$ cat config.mk
export PLATFORM = sky130hd
export DESIGN_NAME = hybrid_shortest_remaining_scheduler_core
export DESIGN_NICKNAME = d
export VERILOG_FILES = /design/src/hsrs_pkg.sv /design/src/hsrs_cell.sv /design/src/hybrid_shortest_remaining_scheduler_core.sv
export SDC_FILE = /design/constraint.sdc
export NUM_CORES = 2
export LEC_CHECK = 0
export BUFFER_PORTS_ARGS = -buffer_cell sky130_fd_sc_hd__buf_4
export CELL_PAD_IN_SITES_DETAIL_PLACEMENT = 1
export CELL_PAD_IN_SITES_GLOBAL_PLACEMENT = 1
export CORE_ASPECT_RATIO = 0.7
export CORE_MARGIN = 1.5
export CORE_UTILIZATION = 45
export DETAILED_ROUTE_END_ITERATION = 12
export HOLD_SLACK_MARGIN = 0.02
export PLACE_DENSITY = 0.7
export SYNTH_ARGS = -nofsm -noshare
export SYNTH_HDL_FRONTEND = slang
export SYNTH_SLANG_ARGS = --single-unit
export TNS_END_PERCENT = 5
$ cat constraint.sdc
create_clock -name clk_i -period 9.4 [get_ports clk_i]
set_input_delay 2.35 -clock clk_i [delete_from_list [all_inputs] [get_ports clk_i]]
set_output_delay 2.35 -clock clk_i [all_outputs]
set_load 0.005 [all_outputs]
$ cat src/hsrs_pkg.sv
package hsrs_pkg;

  localparam int unsigned QDepth = 16;
  localparam int unsigned IdxW   = $clog2(QDepth);
  localparam int unsigned CntW   = $clog2(QDepth + 1);
  localparam int unsigned CountW = 5;

  typedef logic [IdxW-1:0] idx_t;
  typedef logic [CntW-1:0] cnt_t;
  typedef logic [CountW-1:0] count_t;

  typedef enum logic [2:0] {
    REQ_ADD        = 3'd0,
    REQ_REM_ID     = 3'd1,
    REQ_REM_CLIENT = 3'd2,
    REQ_SELECT     = 3'd3,
    REQ_QUERY      = 3'd4
  } req_e;

  typedef enum logic [1:0] {
    ST_OK   = 2'd0,
    ST_FULL = 2'd1,
    ST_NONE = 2'd2
  } status_e;

  typedef enum logic [2:0] {
    S_IDLE,
    S_EXEC,
    S_CLIENT,
    S_SCAN,
    S_PICK,
    S_EMIT
  } state_e;

  typedef struct packed {
    logic [2:0]  req_type;
    logic [7:0]  task_id;
    logic [7:0]  client_id;
    logic [15:0] remaining_time;
    logic        is_shell;
  } in_t;

  typedef struct packed {
    logic [1:0]  status;
    logic [7:0]  found_task_id;
    logic [7:0]  found_client_id;
    logic [15:0] found_remaining;
    logic        found_shell;
    logic        preempt;
    count_t      removed_count;
    count_t      queue_count;
  } out_t;

  typedef struct packed {
    logic [7:0]  task_id;
    logic [7:0]  client_id;
    logic [15:0] remaining;
    logic        shell;
  } entry_t;

  typedef struct packed {
    logic [7:0]  task_id;
    logic [7:0]  client_id;
    logic [15:0] remaining;
    logic [7:0]  last_id;
  } cell_key_t;

  typedef struct packed {
    logic load;
    logic shift;
  } cell_ctrl_t;

  typedef struct packed {
    logic id_eq;
    logic last_eq;
    logic client_eq;
    logic hot;
  } cell_flags_t;

  // Position of the lowest set bit, zero when none is set.
  function automatic idx_t first_idx(input logic [QDepth-1:0] vec);
    idx_t pos;
    pos = '0;
    for (int i = QDepth - 1; i >= 0; i--) begin
      if (vec[i]) begin
        pos = idx_t'(i);
      end
    end
    return pos;
  endfunction

endpackage

$ cat src/hsrs_cell.sv
module hsrs_cell (
  input  logic                 clk_i,
  input  hsrs_pkg::cell_ctrl_t ctrl_i,
  input  hsrs_pkg::entry_t     load_i,
  input  hsrs_pkg::entry_t     next_i,
  input  hsrs_pkg::cell_key_t  key_i,
  output hsrs_pkg::entry_t     entry_o,
  output hsrs_pkg::cell_flags_t flags_o
);

  hsrs_pkg::entry_t entry_q;

  // A cell either takes a new entry or the one from its right neighbor.
  always_ff @(posedge clk_i) begin
    if (ctrl_i.load) begin
      entry_q <= load_i;
    end else if (ctrl_i.shift) begin
      entry_q <= next_i;
    end
  end

  always_comb begin
    flags_o.id_eq     = (entry_q.task_id == key_i.task_id);
    flags_o.last_eq   = (entry_q.task_id == key_i.last_id);
    flags_o.client_eq = (entry_q.client_id == key_i.client_id);
    flags_o.hot       = entry_q.shell ||
                        ((entry_q.remaining != '0) && (entry_q.remaining < key_i.remaining));
  end

  assign entry_o = entry_q;

endmodule

$ cat src/hybrid_shortest_remaining_scheduler_core.sv
// Shortest-remaining-time-first task queue with shell priority.
// Input channel: in_valid_i / in_stall_o carry one request transaction
// (add, remove by id, remove by client, select next, preempt query).
// Output channel: out_valid_o / out_stall_i carry exactly one result
// transaction for every request, in request order.
// The queue lives in a row of cells; a deletion makes every cell at or
// after the hole take its right neighbor's entry, so arrival order holds.
// Add, remove by id, preempt query and a select that finds a shell entry
// update the cells in EXEC, then load the output register in EMIT; the
// next request is taken in EMIT as the output register is loaded.
// Remove by client deletes one match per cycle until none is left.
// A select without a usable shell entry scans the cells one per cycle
// for the smallest remaining time.
// Reset empties the queue and forgets the last chosen id; no pass over the
// cells is needed. A stalled result is held in the output register; the
// core finishes the work of the next request and then waits until the
// output register is free before taking another one.
module hybrid_shortest_remaining_scheduler_core (
  input  logic            clk_i,
  input  logic            rst_ni,
  input  logic            in_valid_i,
  output logic            in_stall_o,
  input  hsrs_pkg::in_t   in_data_i,
  output logic            out_valid_o,
  input  logic            out_stall_i,
  output hsrs_pkg::out_t  out_data_o
);

  localparam int unsigned Depth = hsrs_pkg::QDepth;

  hsrs_pkg::state_e state_q, state_d;
  hsrs_pkg::cnt_t   count_q, count_d;
  hsrs_pkg::cnt_t   removed_q, removed_d;
  hsrs_pkg::idx_t   scan_q, scan_d;
  hsrs_pkg::idx_t   pick_q, pick_d;
  logic [15:0]      best_q, best_d;
  logic             have_q, have_d;
  logic             last_valid_q, last_valid_d;
  logic [7:0]       last_id_q, last_id_d;
  hsrs_pkg::in_t    req_q, req_d;
  hsrs_pkg::out_t   res_q, res_d;
  logic             out_valid_q;
  hsrs_pkg::out_t   out_q;
  hsrs_pkg::out_t   emit_res;

  hsrs_pkg::entry_t      cell_entry [Depth];
  hsrs_pkg::cell_flags_t cell_flags [Depth];
  hsrs_pkg::cell_ctrl_t  cell_ctrl  [Depth];
  hsrs_pkg::cell_key_t   key;
  hsrs_pkg::entry_t      new_entry;

  logic [Depth-1:0] occupied;
  logic [Depth-1:0] id_hit;
  logic [Depth-1:0] client_hit;
  logic [Depth-1:0] skip;
  logic [Depth-1:0] shell_hit;
  logic [Depth-1:0] hot_hit;

  logic             do_load;
  logic             do_drop;
  hsrs_pkg::idx_t   drop_pos;
  hsrs_pkg::idx_t   rd_idx;
  hsrs_pkg::entry_t rd_entry;
  logic             slot_free;
  logic             take_req;
  logic             out_load;

  assign key.task_id   = req_q.task_id;
  assign key.client_id = req_q.client_id;
  assign key.remaining = req_q.remaining_time;
  assign key.last_id   = last_id_q;

  assign new_entry.task_id   = req_q.task_id;
  assign new_entry.client_id = req_q.client_id;
  assign new_entry.remaining = req_q.remaining_time;
  assign new_entry.shell     = req_q.is_shell;

  // The row of cells. The last cell has no right neighbor and keeps its own
  // entry when shifted; that slot falls outside the queue after a deletion.
  for (genvar i = 0; i < Depth; i++) begin : g_cell
    if (i < Depth - 1) begin : g_mid
      hsrs_cell u_cell (
        .clk_i   (clk_i),
        .ctrl_i  (cell_ctrl[i]),
        .load_i  (new_entry),
        .next_i  (cell_entry[i+1]),
        .key_i   (key),
        .entry_o (cell_entry[i]),
        .flags_o (cell_flags[i])
      );
    end else begin : g_last
      hsrs_cell u_cell (
        .clk_i   (clk_i),
        .ctrl_i  (cell_ctrl[i]),
        .load_i  (new_entry),
        .next_i  (cell_entry[i]),
        .key_i   (key),
        .entry_o (cell_entry[i]),
        .flags_o (cell_flags[i])
      );
    end

    // Only cells below the count belong to the queue.
    assign occupied[i]   = (hsrs_pkg::cnt_t'(i) < count_q);
    assign id_hit[i]     = occupied[i] && cell_flags[i].id_eq;
    assign client_hit[i] = occupied[i] && cell_flags[i].client_eq;
    // The last chosen id is passed over while more than one entry waits.
    assign skip[i]       = last_valid_q && cell_flags[i].last_eq &&
                           (count_q > hsrs_pkg::cnt_t'(1));
    assign shell_hit[i]  = occupied[i] && cell_entry[i].shell && !skip[i];
    assign hot_hit[i]    = occupied[i] && cell_flags[i].hot;

    assign cell_ctrl[i].load  = do_load && (hsrs_pkg::cnt_t'(i) == count_q);
    assign cell_ctrl[i].shift = do_drop && (hsrs_pkg::idx_t'(i) >= drop_pos);
  end

  assign rd_entry = cell_entry[rd_idx];

  // The output register is free when empty or being taken this cycle.
  assign slot_free  = !out_valid_q || !out_stall_i;
  assign take_req   = (state_q == hsrs_pkg::S_IDLE) ||
                      ((state_q == hsrs_pkg::S_EMIT) && slot_free);
  assign in_stall_o = !take_req;

  // The queue count is taken once the request's work on the cells is done.
  always_comb begin
    emit_res             = res_q;
    emit_res.queue_count = hsrs_pkg::count_t'(count_q);
  end

  always_ff @(posedge clk_i or negedge rst_ni) begin
    if (!rst_ni) begin
      state_q      <= hsrs_pkg::S_IDLE;
      count_q      <= '0;
      removed_q    <= '0;
      scan_q       <= '0;
      have_q       <= 1'b0;
      last_valid_q <= 1'b0;
      last_id_q    <= '0;
      out_valid_q  <= 1'b0;
    end else begin
      state_q      <= state_d;
      count_q      <= count_d;
      removed_q    <= removed_d;
      scan_q       <= scan_d;
      have_q       <= have_d;
      last_valid_q <= last_valid_d;
      last_id_q    <= last_id_d;
      if (out_load) begin
        out_valid_q <= 1'b1;
      end else if (!out_stall_i) begin
        out_valid_q <= 1'b0;
      end
    end
  end

  always_ff @(posedge clk_i) begin
    req_q  <= req_d;
    res_q  <= res_d;
    best_q <= best_d;
    pick_q <= pick_d;
    if (out_load) begin
      out_q <= emit_res;
    end
  end

  always_comb begin
    state_d      = state_q;
    count_d      = count_q;
    removed_d    = removed_q;
    scan_d       = scan_q;
    pick_d       = pick_q;
    best_d       = best_q;
    have_d       = have_q;
    last_valid_d = last_valid_q;
    last_id_d    = last_id_q;
    req_d        = req_q;
    res_d        = res_q;
    do_load      = 1'b0;
    do_drop      = 1'b0;
    drop_pos     = '0;
    rd_idx       = '0;
    out_load     = 1'b0;

    case (state_q)
      hsrs_pkg::S_IDLE: begin
        if (in_valid_i) begin
          req_d   = in_data_i;
          state_d = hsrs_pkg::S_EXEC;
        end
      end

      hsrs_pkg::S_EXEC: begin
        res_d        = '0;
        res_d.status = hsrs_pkg::ST_OK;
        state_d      = hsrs_pkg::S_EMIT;
        case (req_q.req_type)
          hsrs_pkg::REQ_ADD: begin
            if (count_q == hsrs_pkg::cnt_t'(Depth)) begin
              res_d.status = hsrs_pkg::ST_FULL;
            end else begin
              do_load = 1'b1;
              count_d = count_q + hsrs_pkg::cnt_t'(1);
            end
          end
          hsrs_pkg::REQ_REM_ID: begin
            if (|id_hit) begin
              drop_pos              = hsrs_pkg::first_idx(id_hit);
              rd_idx                = drop_pos;
              do_drop               = 1'b1;
              count_d               = count_q - hsrs_pkg::cnt_t'(1);
              res_d.found_task_id   = rd_entry.task_id;
              res_d.found_client_id = rd_entry.client_id;
              res_d.found_remaining = rd_entry.remaining;
              res_d.found_shell     = rd_entry.shell;
              res_d.removed_count   = hsrs_pkg::count_t'(1);
            end else begin
              res_d.status = hsrs_pkg::ST_NONE;
            end
          end
          hsrs_pkg::REQ_REM_CLIENT: begin
            removed_d = '0;
            state_d   = hsrs_pkg::S_CLIENT;
          end
          hsrs_pkg::REQ_SELECT: begin
            if (count_q == '0) begin
              res_d.status = hsrs_pkg::ST_NONE;
            end else if (|shell_hit) begin
              drop_pos              = hsrs_pkg::first_idx(shell_hit);
              rd_idx                = drop_pos;
              do_drop               = 1'b1;
              count_d               = count_q - hsrs_pkg::cnt_t'(1);
              res_d.found_task_id   = rd_entry.task_id;
              res_d.found_client_id = rd_entry.client_id;
              res_d.found_remaining = rd_entry.remaining;
              res_d.found_shell     = rd_entry.shell;
              res_d.removed_count   = hsrs_pkg::count_t'(1);
              last_valid_d          = 1'b1;
              last_id_d             = rd_entry.task_id;
            end else begin
              scan_d  = '0;
              have_d  = 1'b0;
              state_d = hsrs_pkg::S_SCAN;
            end
          end
          hsrs_pkg::REQ_QUERY: begin
            res_d.preempt = |hot_hit;
          end
          default: begin
            // Unused request kinds leave the queue alone and report ok.
          end
        endcase
      end

      hsrs_pkg::S_CLIENT: begin
        // One matching entry leaves per cycle until none is left.
        if (|client_hit) begin
          drop_pos  = hsrs_pkg::first_idx(client_hit);
          do_drop   = 1'b1;
          count_d   = count_q - hsrs_pkg::cnt_t'(1);
          removed_d = removed_q + hsrs_pkg::cnt_t'(1);
        end else begin
          res_d.status        = (removed_q != '0) ? hsrs_pkg::ST_OK : hsrs_pkg::ST_NONE;
          res_d.removed_count = hsrs_pkg::count_t'(removed_q);
          state_d             = hsrs_pkg::S_EMIT;
        end
      end

      hsrs_pkg::S_SCAN: begin
        // Strict less-than keeps the earliest entry on a tie.
        rd_idx = scan_q;
        if (!skip[scan_q] && (!have_q || (rd_entry.remaining < best_q))) begin
          have_d = 1'b1;
          best_d = rd_entry.remaining;
          pick_d = scan_q;
        end
        scan_d = scan_q + hsrs_pkg::idx_t'(1);
        if (scan_q == hsrs_pkg::idx_t'(count_q - hsrs_pkg::cnt_t'(1))) begin
          state_d = hsrs_pkg::S_PICK;
        end
      end

      hsrs_pkg::S_PICK: begin
        // With every entry skipped, the head of the queue is taken.
        drop_pos              = have_q ? pick_q : '0;
        rd_idx                = drop_pos;
        do_drop               = 1'b1;
        count_d               = count_q - hsrs_pkg::cnt_t'(1);
        res_d.found_task_id   = rd_entry.task_id;
        res_d.found_client_id = rd_entry.client_id;
        res_d.found_remaining = rd_entry.remaining;
        res_d.found_shell     = rd_entry.shell;
        res_d.removed_count   = hsrs_pkg::count_t'(1);
        last_valid_d          = 1'b1;
        last_id_d             = rd_entry.task_id;
        state_d               = hsrs_pkg::S_EMIT;
      end

      hsrs_pkg::S_EMIT: begin
        if (slot_free) begin
          out_load = 1'b1;
          if (in_valid_i) begin
            req_d   = in_data_i;
            state_d = hsrs_pkg::S_EXEC;
          end else begin
            state_d = hsrs_pkg::S_IDLE;
          end
        end
      end

      default: begin
        state_d = hsrs_pkg::S_IDLE;
      end
    endcase
  end

  assign out_valid_o = out_valid_q;
  assign out_data_o  = out_q;

endmodule

==> summary.md <==
| Metric | Value |
|---|---|
| Power Dens Cells | `between 300 and 400 mW/mm²` |
| Final setup vio count | `0` |
| Hold_buf cts | `0` |
| Die area | `between 0.1 and 0.15 mm²` |
| Vias/cell | `6.686` |
| Failing checks | `max-capacitance violations, max-slew violations` |
| Post CTS Setup Buffer Count | `0` |
| Leakage | `19.53 nW` |
| Initial Util | `45.73%` |
| Post-synthesis cell area | `0.04510 mm²` |
| Ys Warns | `0` |
| Top-area cell type share of the netlist area | `between 40 and 50%` |
| Top Family by Delay on Critical Path | `simple AND/OR/NAND/NOR gates` |
| Period minus WS final | `8.626 ns` |
| Buffers on Ports | `87` |
| CP Class | `flip-flop to flip-flop` |
| Sequential share of the synthesized area | `46.23%` |
| Fin crit share | `91.77%` |
| Root buffer cell | `clkbuf_16` |
| Synth Register Bits | `699` |
| Number of global-route vias before repair | `approximately 34,000` |
| Max frequency | `0.1159 GHz` |
| Final Skew | `0.01800 ns` |
| Reg2reg setup slack | `0.77 ns` |
| Largest area contributor in the netlist | `edfxtp_1` |
| Commonest non-fill, non-tap cell in the layout | `edfxtp_1` |
| CP Capture Point | `best_q[15]$_DFFE_PP_` |
| Initial DRC count | `between 4,000 and 5,000` |
| RSZ-0062 raised after global routing | `no` |
| Synthesized netlist cell count | `around 3,900` |
| Worst R2R Start | `count_q[4]$_DFFE_PN0P_` |
| Area contributors post-synth | `edfxtp_1 45%, mux2_2 9.0%, ha_1 7.3%` |
| Worst-skew pair later-pin latency | `0.68 ns` |
| Highest Signal Layer | `met5` |
| Total global-route track usage | `36.29%` |
| Final TNS setup | `0 ns` |
| Maximum fanout along the worst path | `between 60 and 70` |
| Slowest stage cell, crit path | `nor2_1` |
| Largest net degree at the start of global routing | `92` |
| Core Footprint | `0.09861 mm²` |
| Metal1 wirelength | `85,400 µm` |
| Status | `complete, but fails checks` |
| Slew headroom | `-5.787%` |
| Chip Height | `around 270 µm` |
| Worst setup margin | `roughly 0.77 ns` |
| RD Place Congestion | `1.018` |
| Required time worst endpoint | `9.77 ns` |
| Finished Layout Cells | `5,331` |
| Primary FF master, synth | `edfxtp_1` |
| Drt pass-1 iters | `7` |
| Congestion Overflow GR | `0` |
| Worst Path Buf+Inv | `4` |
| Met2 WL | `73,830 µm` |
| CTS tree | `built` |
| First-pass GRT wire length | `about 260,000 µm` |
| DP HPWL | `137,400 µm` |
| Fin nets | `4,244` |
| Worst-margin pin slew | `approximately 1.6 ns` |
| Post-Place Worst Slack | `1.104 ns` |
| WL/cell | `35.36 µm` |
| R2r endpoint | `best_q[15]$_DFFE_PP_` |
| Worst-path clk slew | `0.07 ns` |
| TritonCTS Buffers | `78` |
| Antenna violations before repair | `15` |
| Worst Hold Class | `flip-flop to flip-flop` |
| Via Count | `35,640` |
| Antenna-violating nets left | `0` |
| Crit path from | `count_q[4]$_DFFE_PN0P_` |
| Slowest stage delay, CP | `1.05 ns` |
| Total routed wirelength | `between 150,000 and 200,000 µm` |
| Worst Setup End Kind | `flip-flop` |
| Max VDD drop | `0.0001703 V` |
| Levels on crit path | `25` |
| Critical path's most frequent cell | `buf_4` |
| Post-synth cell types | `83` |
| Row count | `96` |
| WL met3 | `26,090 µm` |
| Synth Net Count | `roughly 4,200` |
| Clock sinks | `699` |
| Max Cap Viol | `2` |
| Worst r2r path cells | `25` |
| Post-cts gate resize count | `0` |
| Post-synth EDFFs | `671` |
| Post-synthesis async set-or-reset flop share | `4.006%` |
| Final Max Tran Viols | `3` |
| Final total power | `15.69 mW` |
| Area growth syn-to-layout | `10.26%` |
| Most frequent cells in the layout | `671 x edfxtp_1, 361 x mux2_2, 263 x ha_1` |
| WP data arrival | `9.00 ns` |
| Hold Fails Final Rpt | `0` |
| Boundary pin count | `slightly below 90` |
| Worst setup SP type | `flip-flop` |
| Die width | `between 300 and 400 µm` |
| Cell count after placement | `around 5,200` |
| DRC errors left | `0` |
| H-tree level count | `3` |
| Share of post-route cells with drive strength above 1 | `18.71%` |
| Clk buf depth | `3` |
| Util after Layout | `50.43%` |
| Post-synthesis average cell area | `11.50 µm²` |
stage by stage:
step | area [µm²] | hold WS, ns
final | 49730 | 0.4148
after detailed placement | 47160 | 0.4057
after floorplan | 45100 | 0.4003
after global placement | 47160 | 0.4022
after CTS | 49720 | 0.4203
after global routing | 49720 | 0.4252
where the power goes:
| part | switching, mW | internal (mW) |
|---|---|---|
| clock | 1.42 | 1.81 |
| sequential | 1.51 | 4.84 |
| combinational | 3.87 | 2.24 |
| total | 6.80 | 8.89 |
cells in the mapped netlist, types with 28 or more instances:
| master | instances |
|---|---|
| xnor2_1 | 182 |
| nand2_1 | 267 |
| mux2_2 | 361 |
| dfrtp_1 | 28 |
| xor2_1 | 218 |
| a21o_1 | 120 |
| nand3_1 | 44 |
| nand2b_1 | 38 |
| edfxtp_1 | 671 |
| nor2b_1 | 90 |
| inv_1 | 52 |
| a21oi_1 | 124 |
| nor2_1 | 93 |
| o22ai_1 | 35 |
| ha_1 | 263 |
| o21ai_0 | 248 |
| clkbuf_1 | 137 |
| buf_2 | 72 |
| a211oi_1 | 116 |
| mux2i_1 | 205 |
| nor3_1 | 29 |
| nand4_1 | 82 |
| nor4_1 | 121 |
state kept, by name, summed over array words and instances, names as in the netlist:
signal / count
g_cell.g_mid.u_cell.entry_o: 495
req_q: 3
g_cell.g_last.u_cell.entry_o: 33
pick_q: 4
emit_res: 41
new_entry: 1
removed_q: 5
scan_q: 4
state_q: 3
have_q: 1
count_q: 5
best_q: 16
key: 32
out_data_o: 46
out_valid_o: 1
last_id_q: 8
last_valid_q: 1
logic make-up (layout without fill, tap and decap cells):
| group | count (synthesis) | count (layout) | share of synthesized area (%) |
|---|---|---|---|
| AO/OA/AOI/OAI | 806 | 806 | 11.52 |
| XOR/XNOR | 400 | 400 | 7.768 |
| adder cells (fa/ha/maj) | 263 | 263 | 7.296 |
| buffers and inverters | 321 | 404 | 3.462 |
| flip-flops | 699 | 699 | 46.23 |
| multiplexers | 567 | 567 | 13.61 |
| other | 0 | 4 | 0 |
| AND/OR/NAND/NOR | 865 | 865 | 10.11 |
per-layer routing:
| layer | track usage [%] | vias up |
|---|---|---|
| met5 | 0 | - |
| li1 | - | 14930 |
| met4 | 5.976 | 12 |
| met3 | 13.15 | 218 |
| met2 | 49.11 | 2051 |
| met1 | 55.19 | 18430 |
area by class of cell:
class,instances,area (µm²)
multi-input cells,2901,22880
fillers,10300,48890
well taps,1323,1655
clock inverters,51,511.7
repair buffers,209,1582
inverters,52,195.2
clock buffers,92,2047
flip-flops and latches,699,20850
diodes,4,10.01
worst reg2reg max path: stages (launching register included):
cell and delay (ns):
dfrtp_1 0.52, buf_4 0.30, nor2_1 1.05, a21oi_1 0.08, buf_4 0.27, nand4_1 0.15
nand2_1 0.14, nor3b_1 0.57, o31ai_1 0.28, and3b_4 1.01, buf_4 0.48, nor2b_1 0.08
a211oi_1 0.26, a21oi_1 0.09, a21o_1 0.24, mux2_2 0.31, ha_1 0.31, nand4_1 0.16
nor2_1 0.08, a211oi_1 0.35, o21ai_0 0.19, a21oi_1 0.24, nand4_1 0.13, o22ai_1 0.17
nand2b_1 0.53, buf_4 0.34
worst min-delay path by stage:
stage / cells past startpoint / endpoint / slack (ns) / from
global route: 0 / out_data_o[8]$_DFFE_PP_ / 0.43 / emit_res[8]$_DFFE_PP_
CTS: 0 / out_data_o[32]$_DFFE_PP_ / 0.42 / emit_res[32]$_DFFE_PP_
detailed placement: 0 / out_data_o[34]$_DFFE_PP_ / 0.41 / emit_res[34]$_DFFE_PP_
floorplan: 0 / out_data_o[10]$_DFFE_PP_ / 0.40 / emit_res[10]$_SDFFCE_PP0P_
global placement: 0 / out_data_o[41]$_DFFE_PP_ / 0.40 / emit_res[41]$_DFFE_PP_
finish: 0 / out_data_o[35]$_DFFE_PP_ / 0.41 / emit_res[35]$_DFFE_PP_
Power figures use the tool's default switching activity.
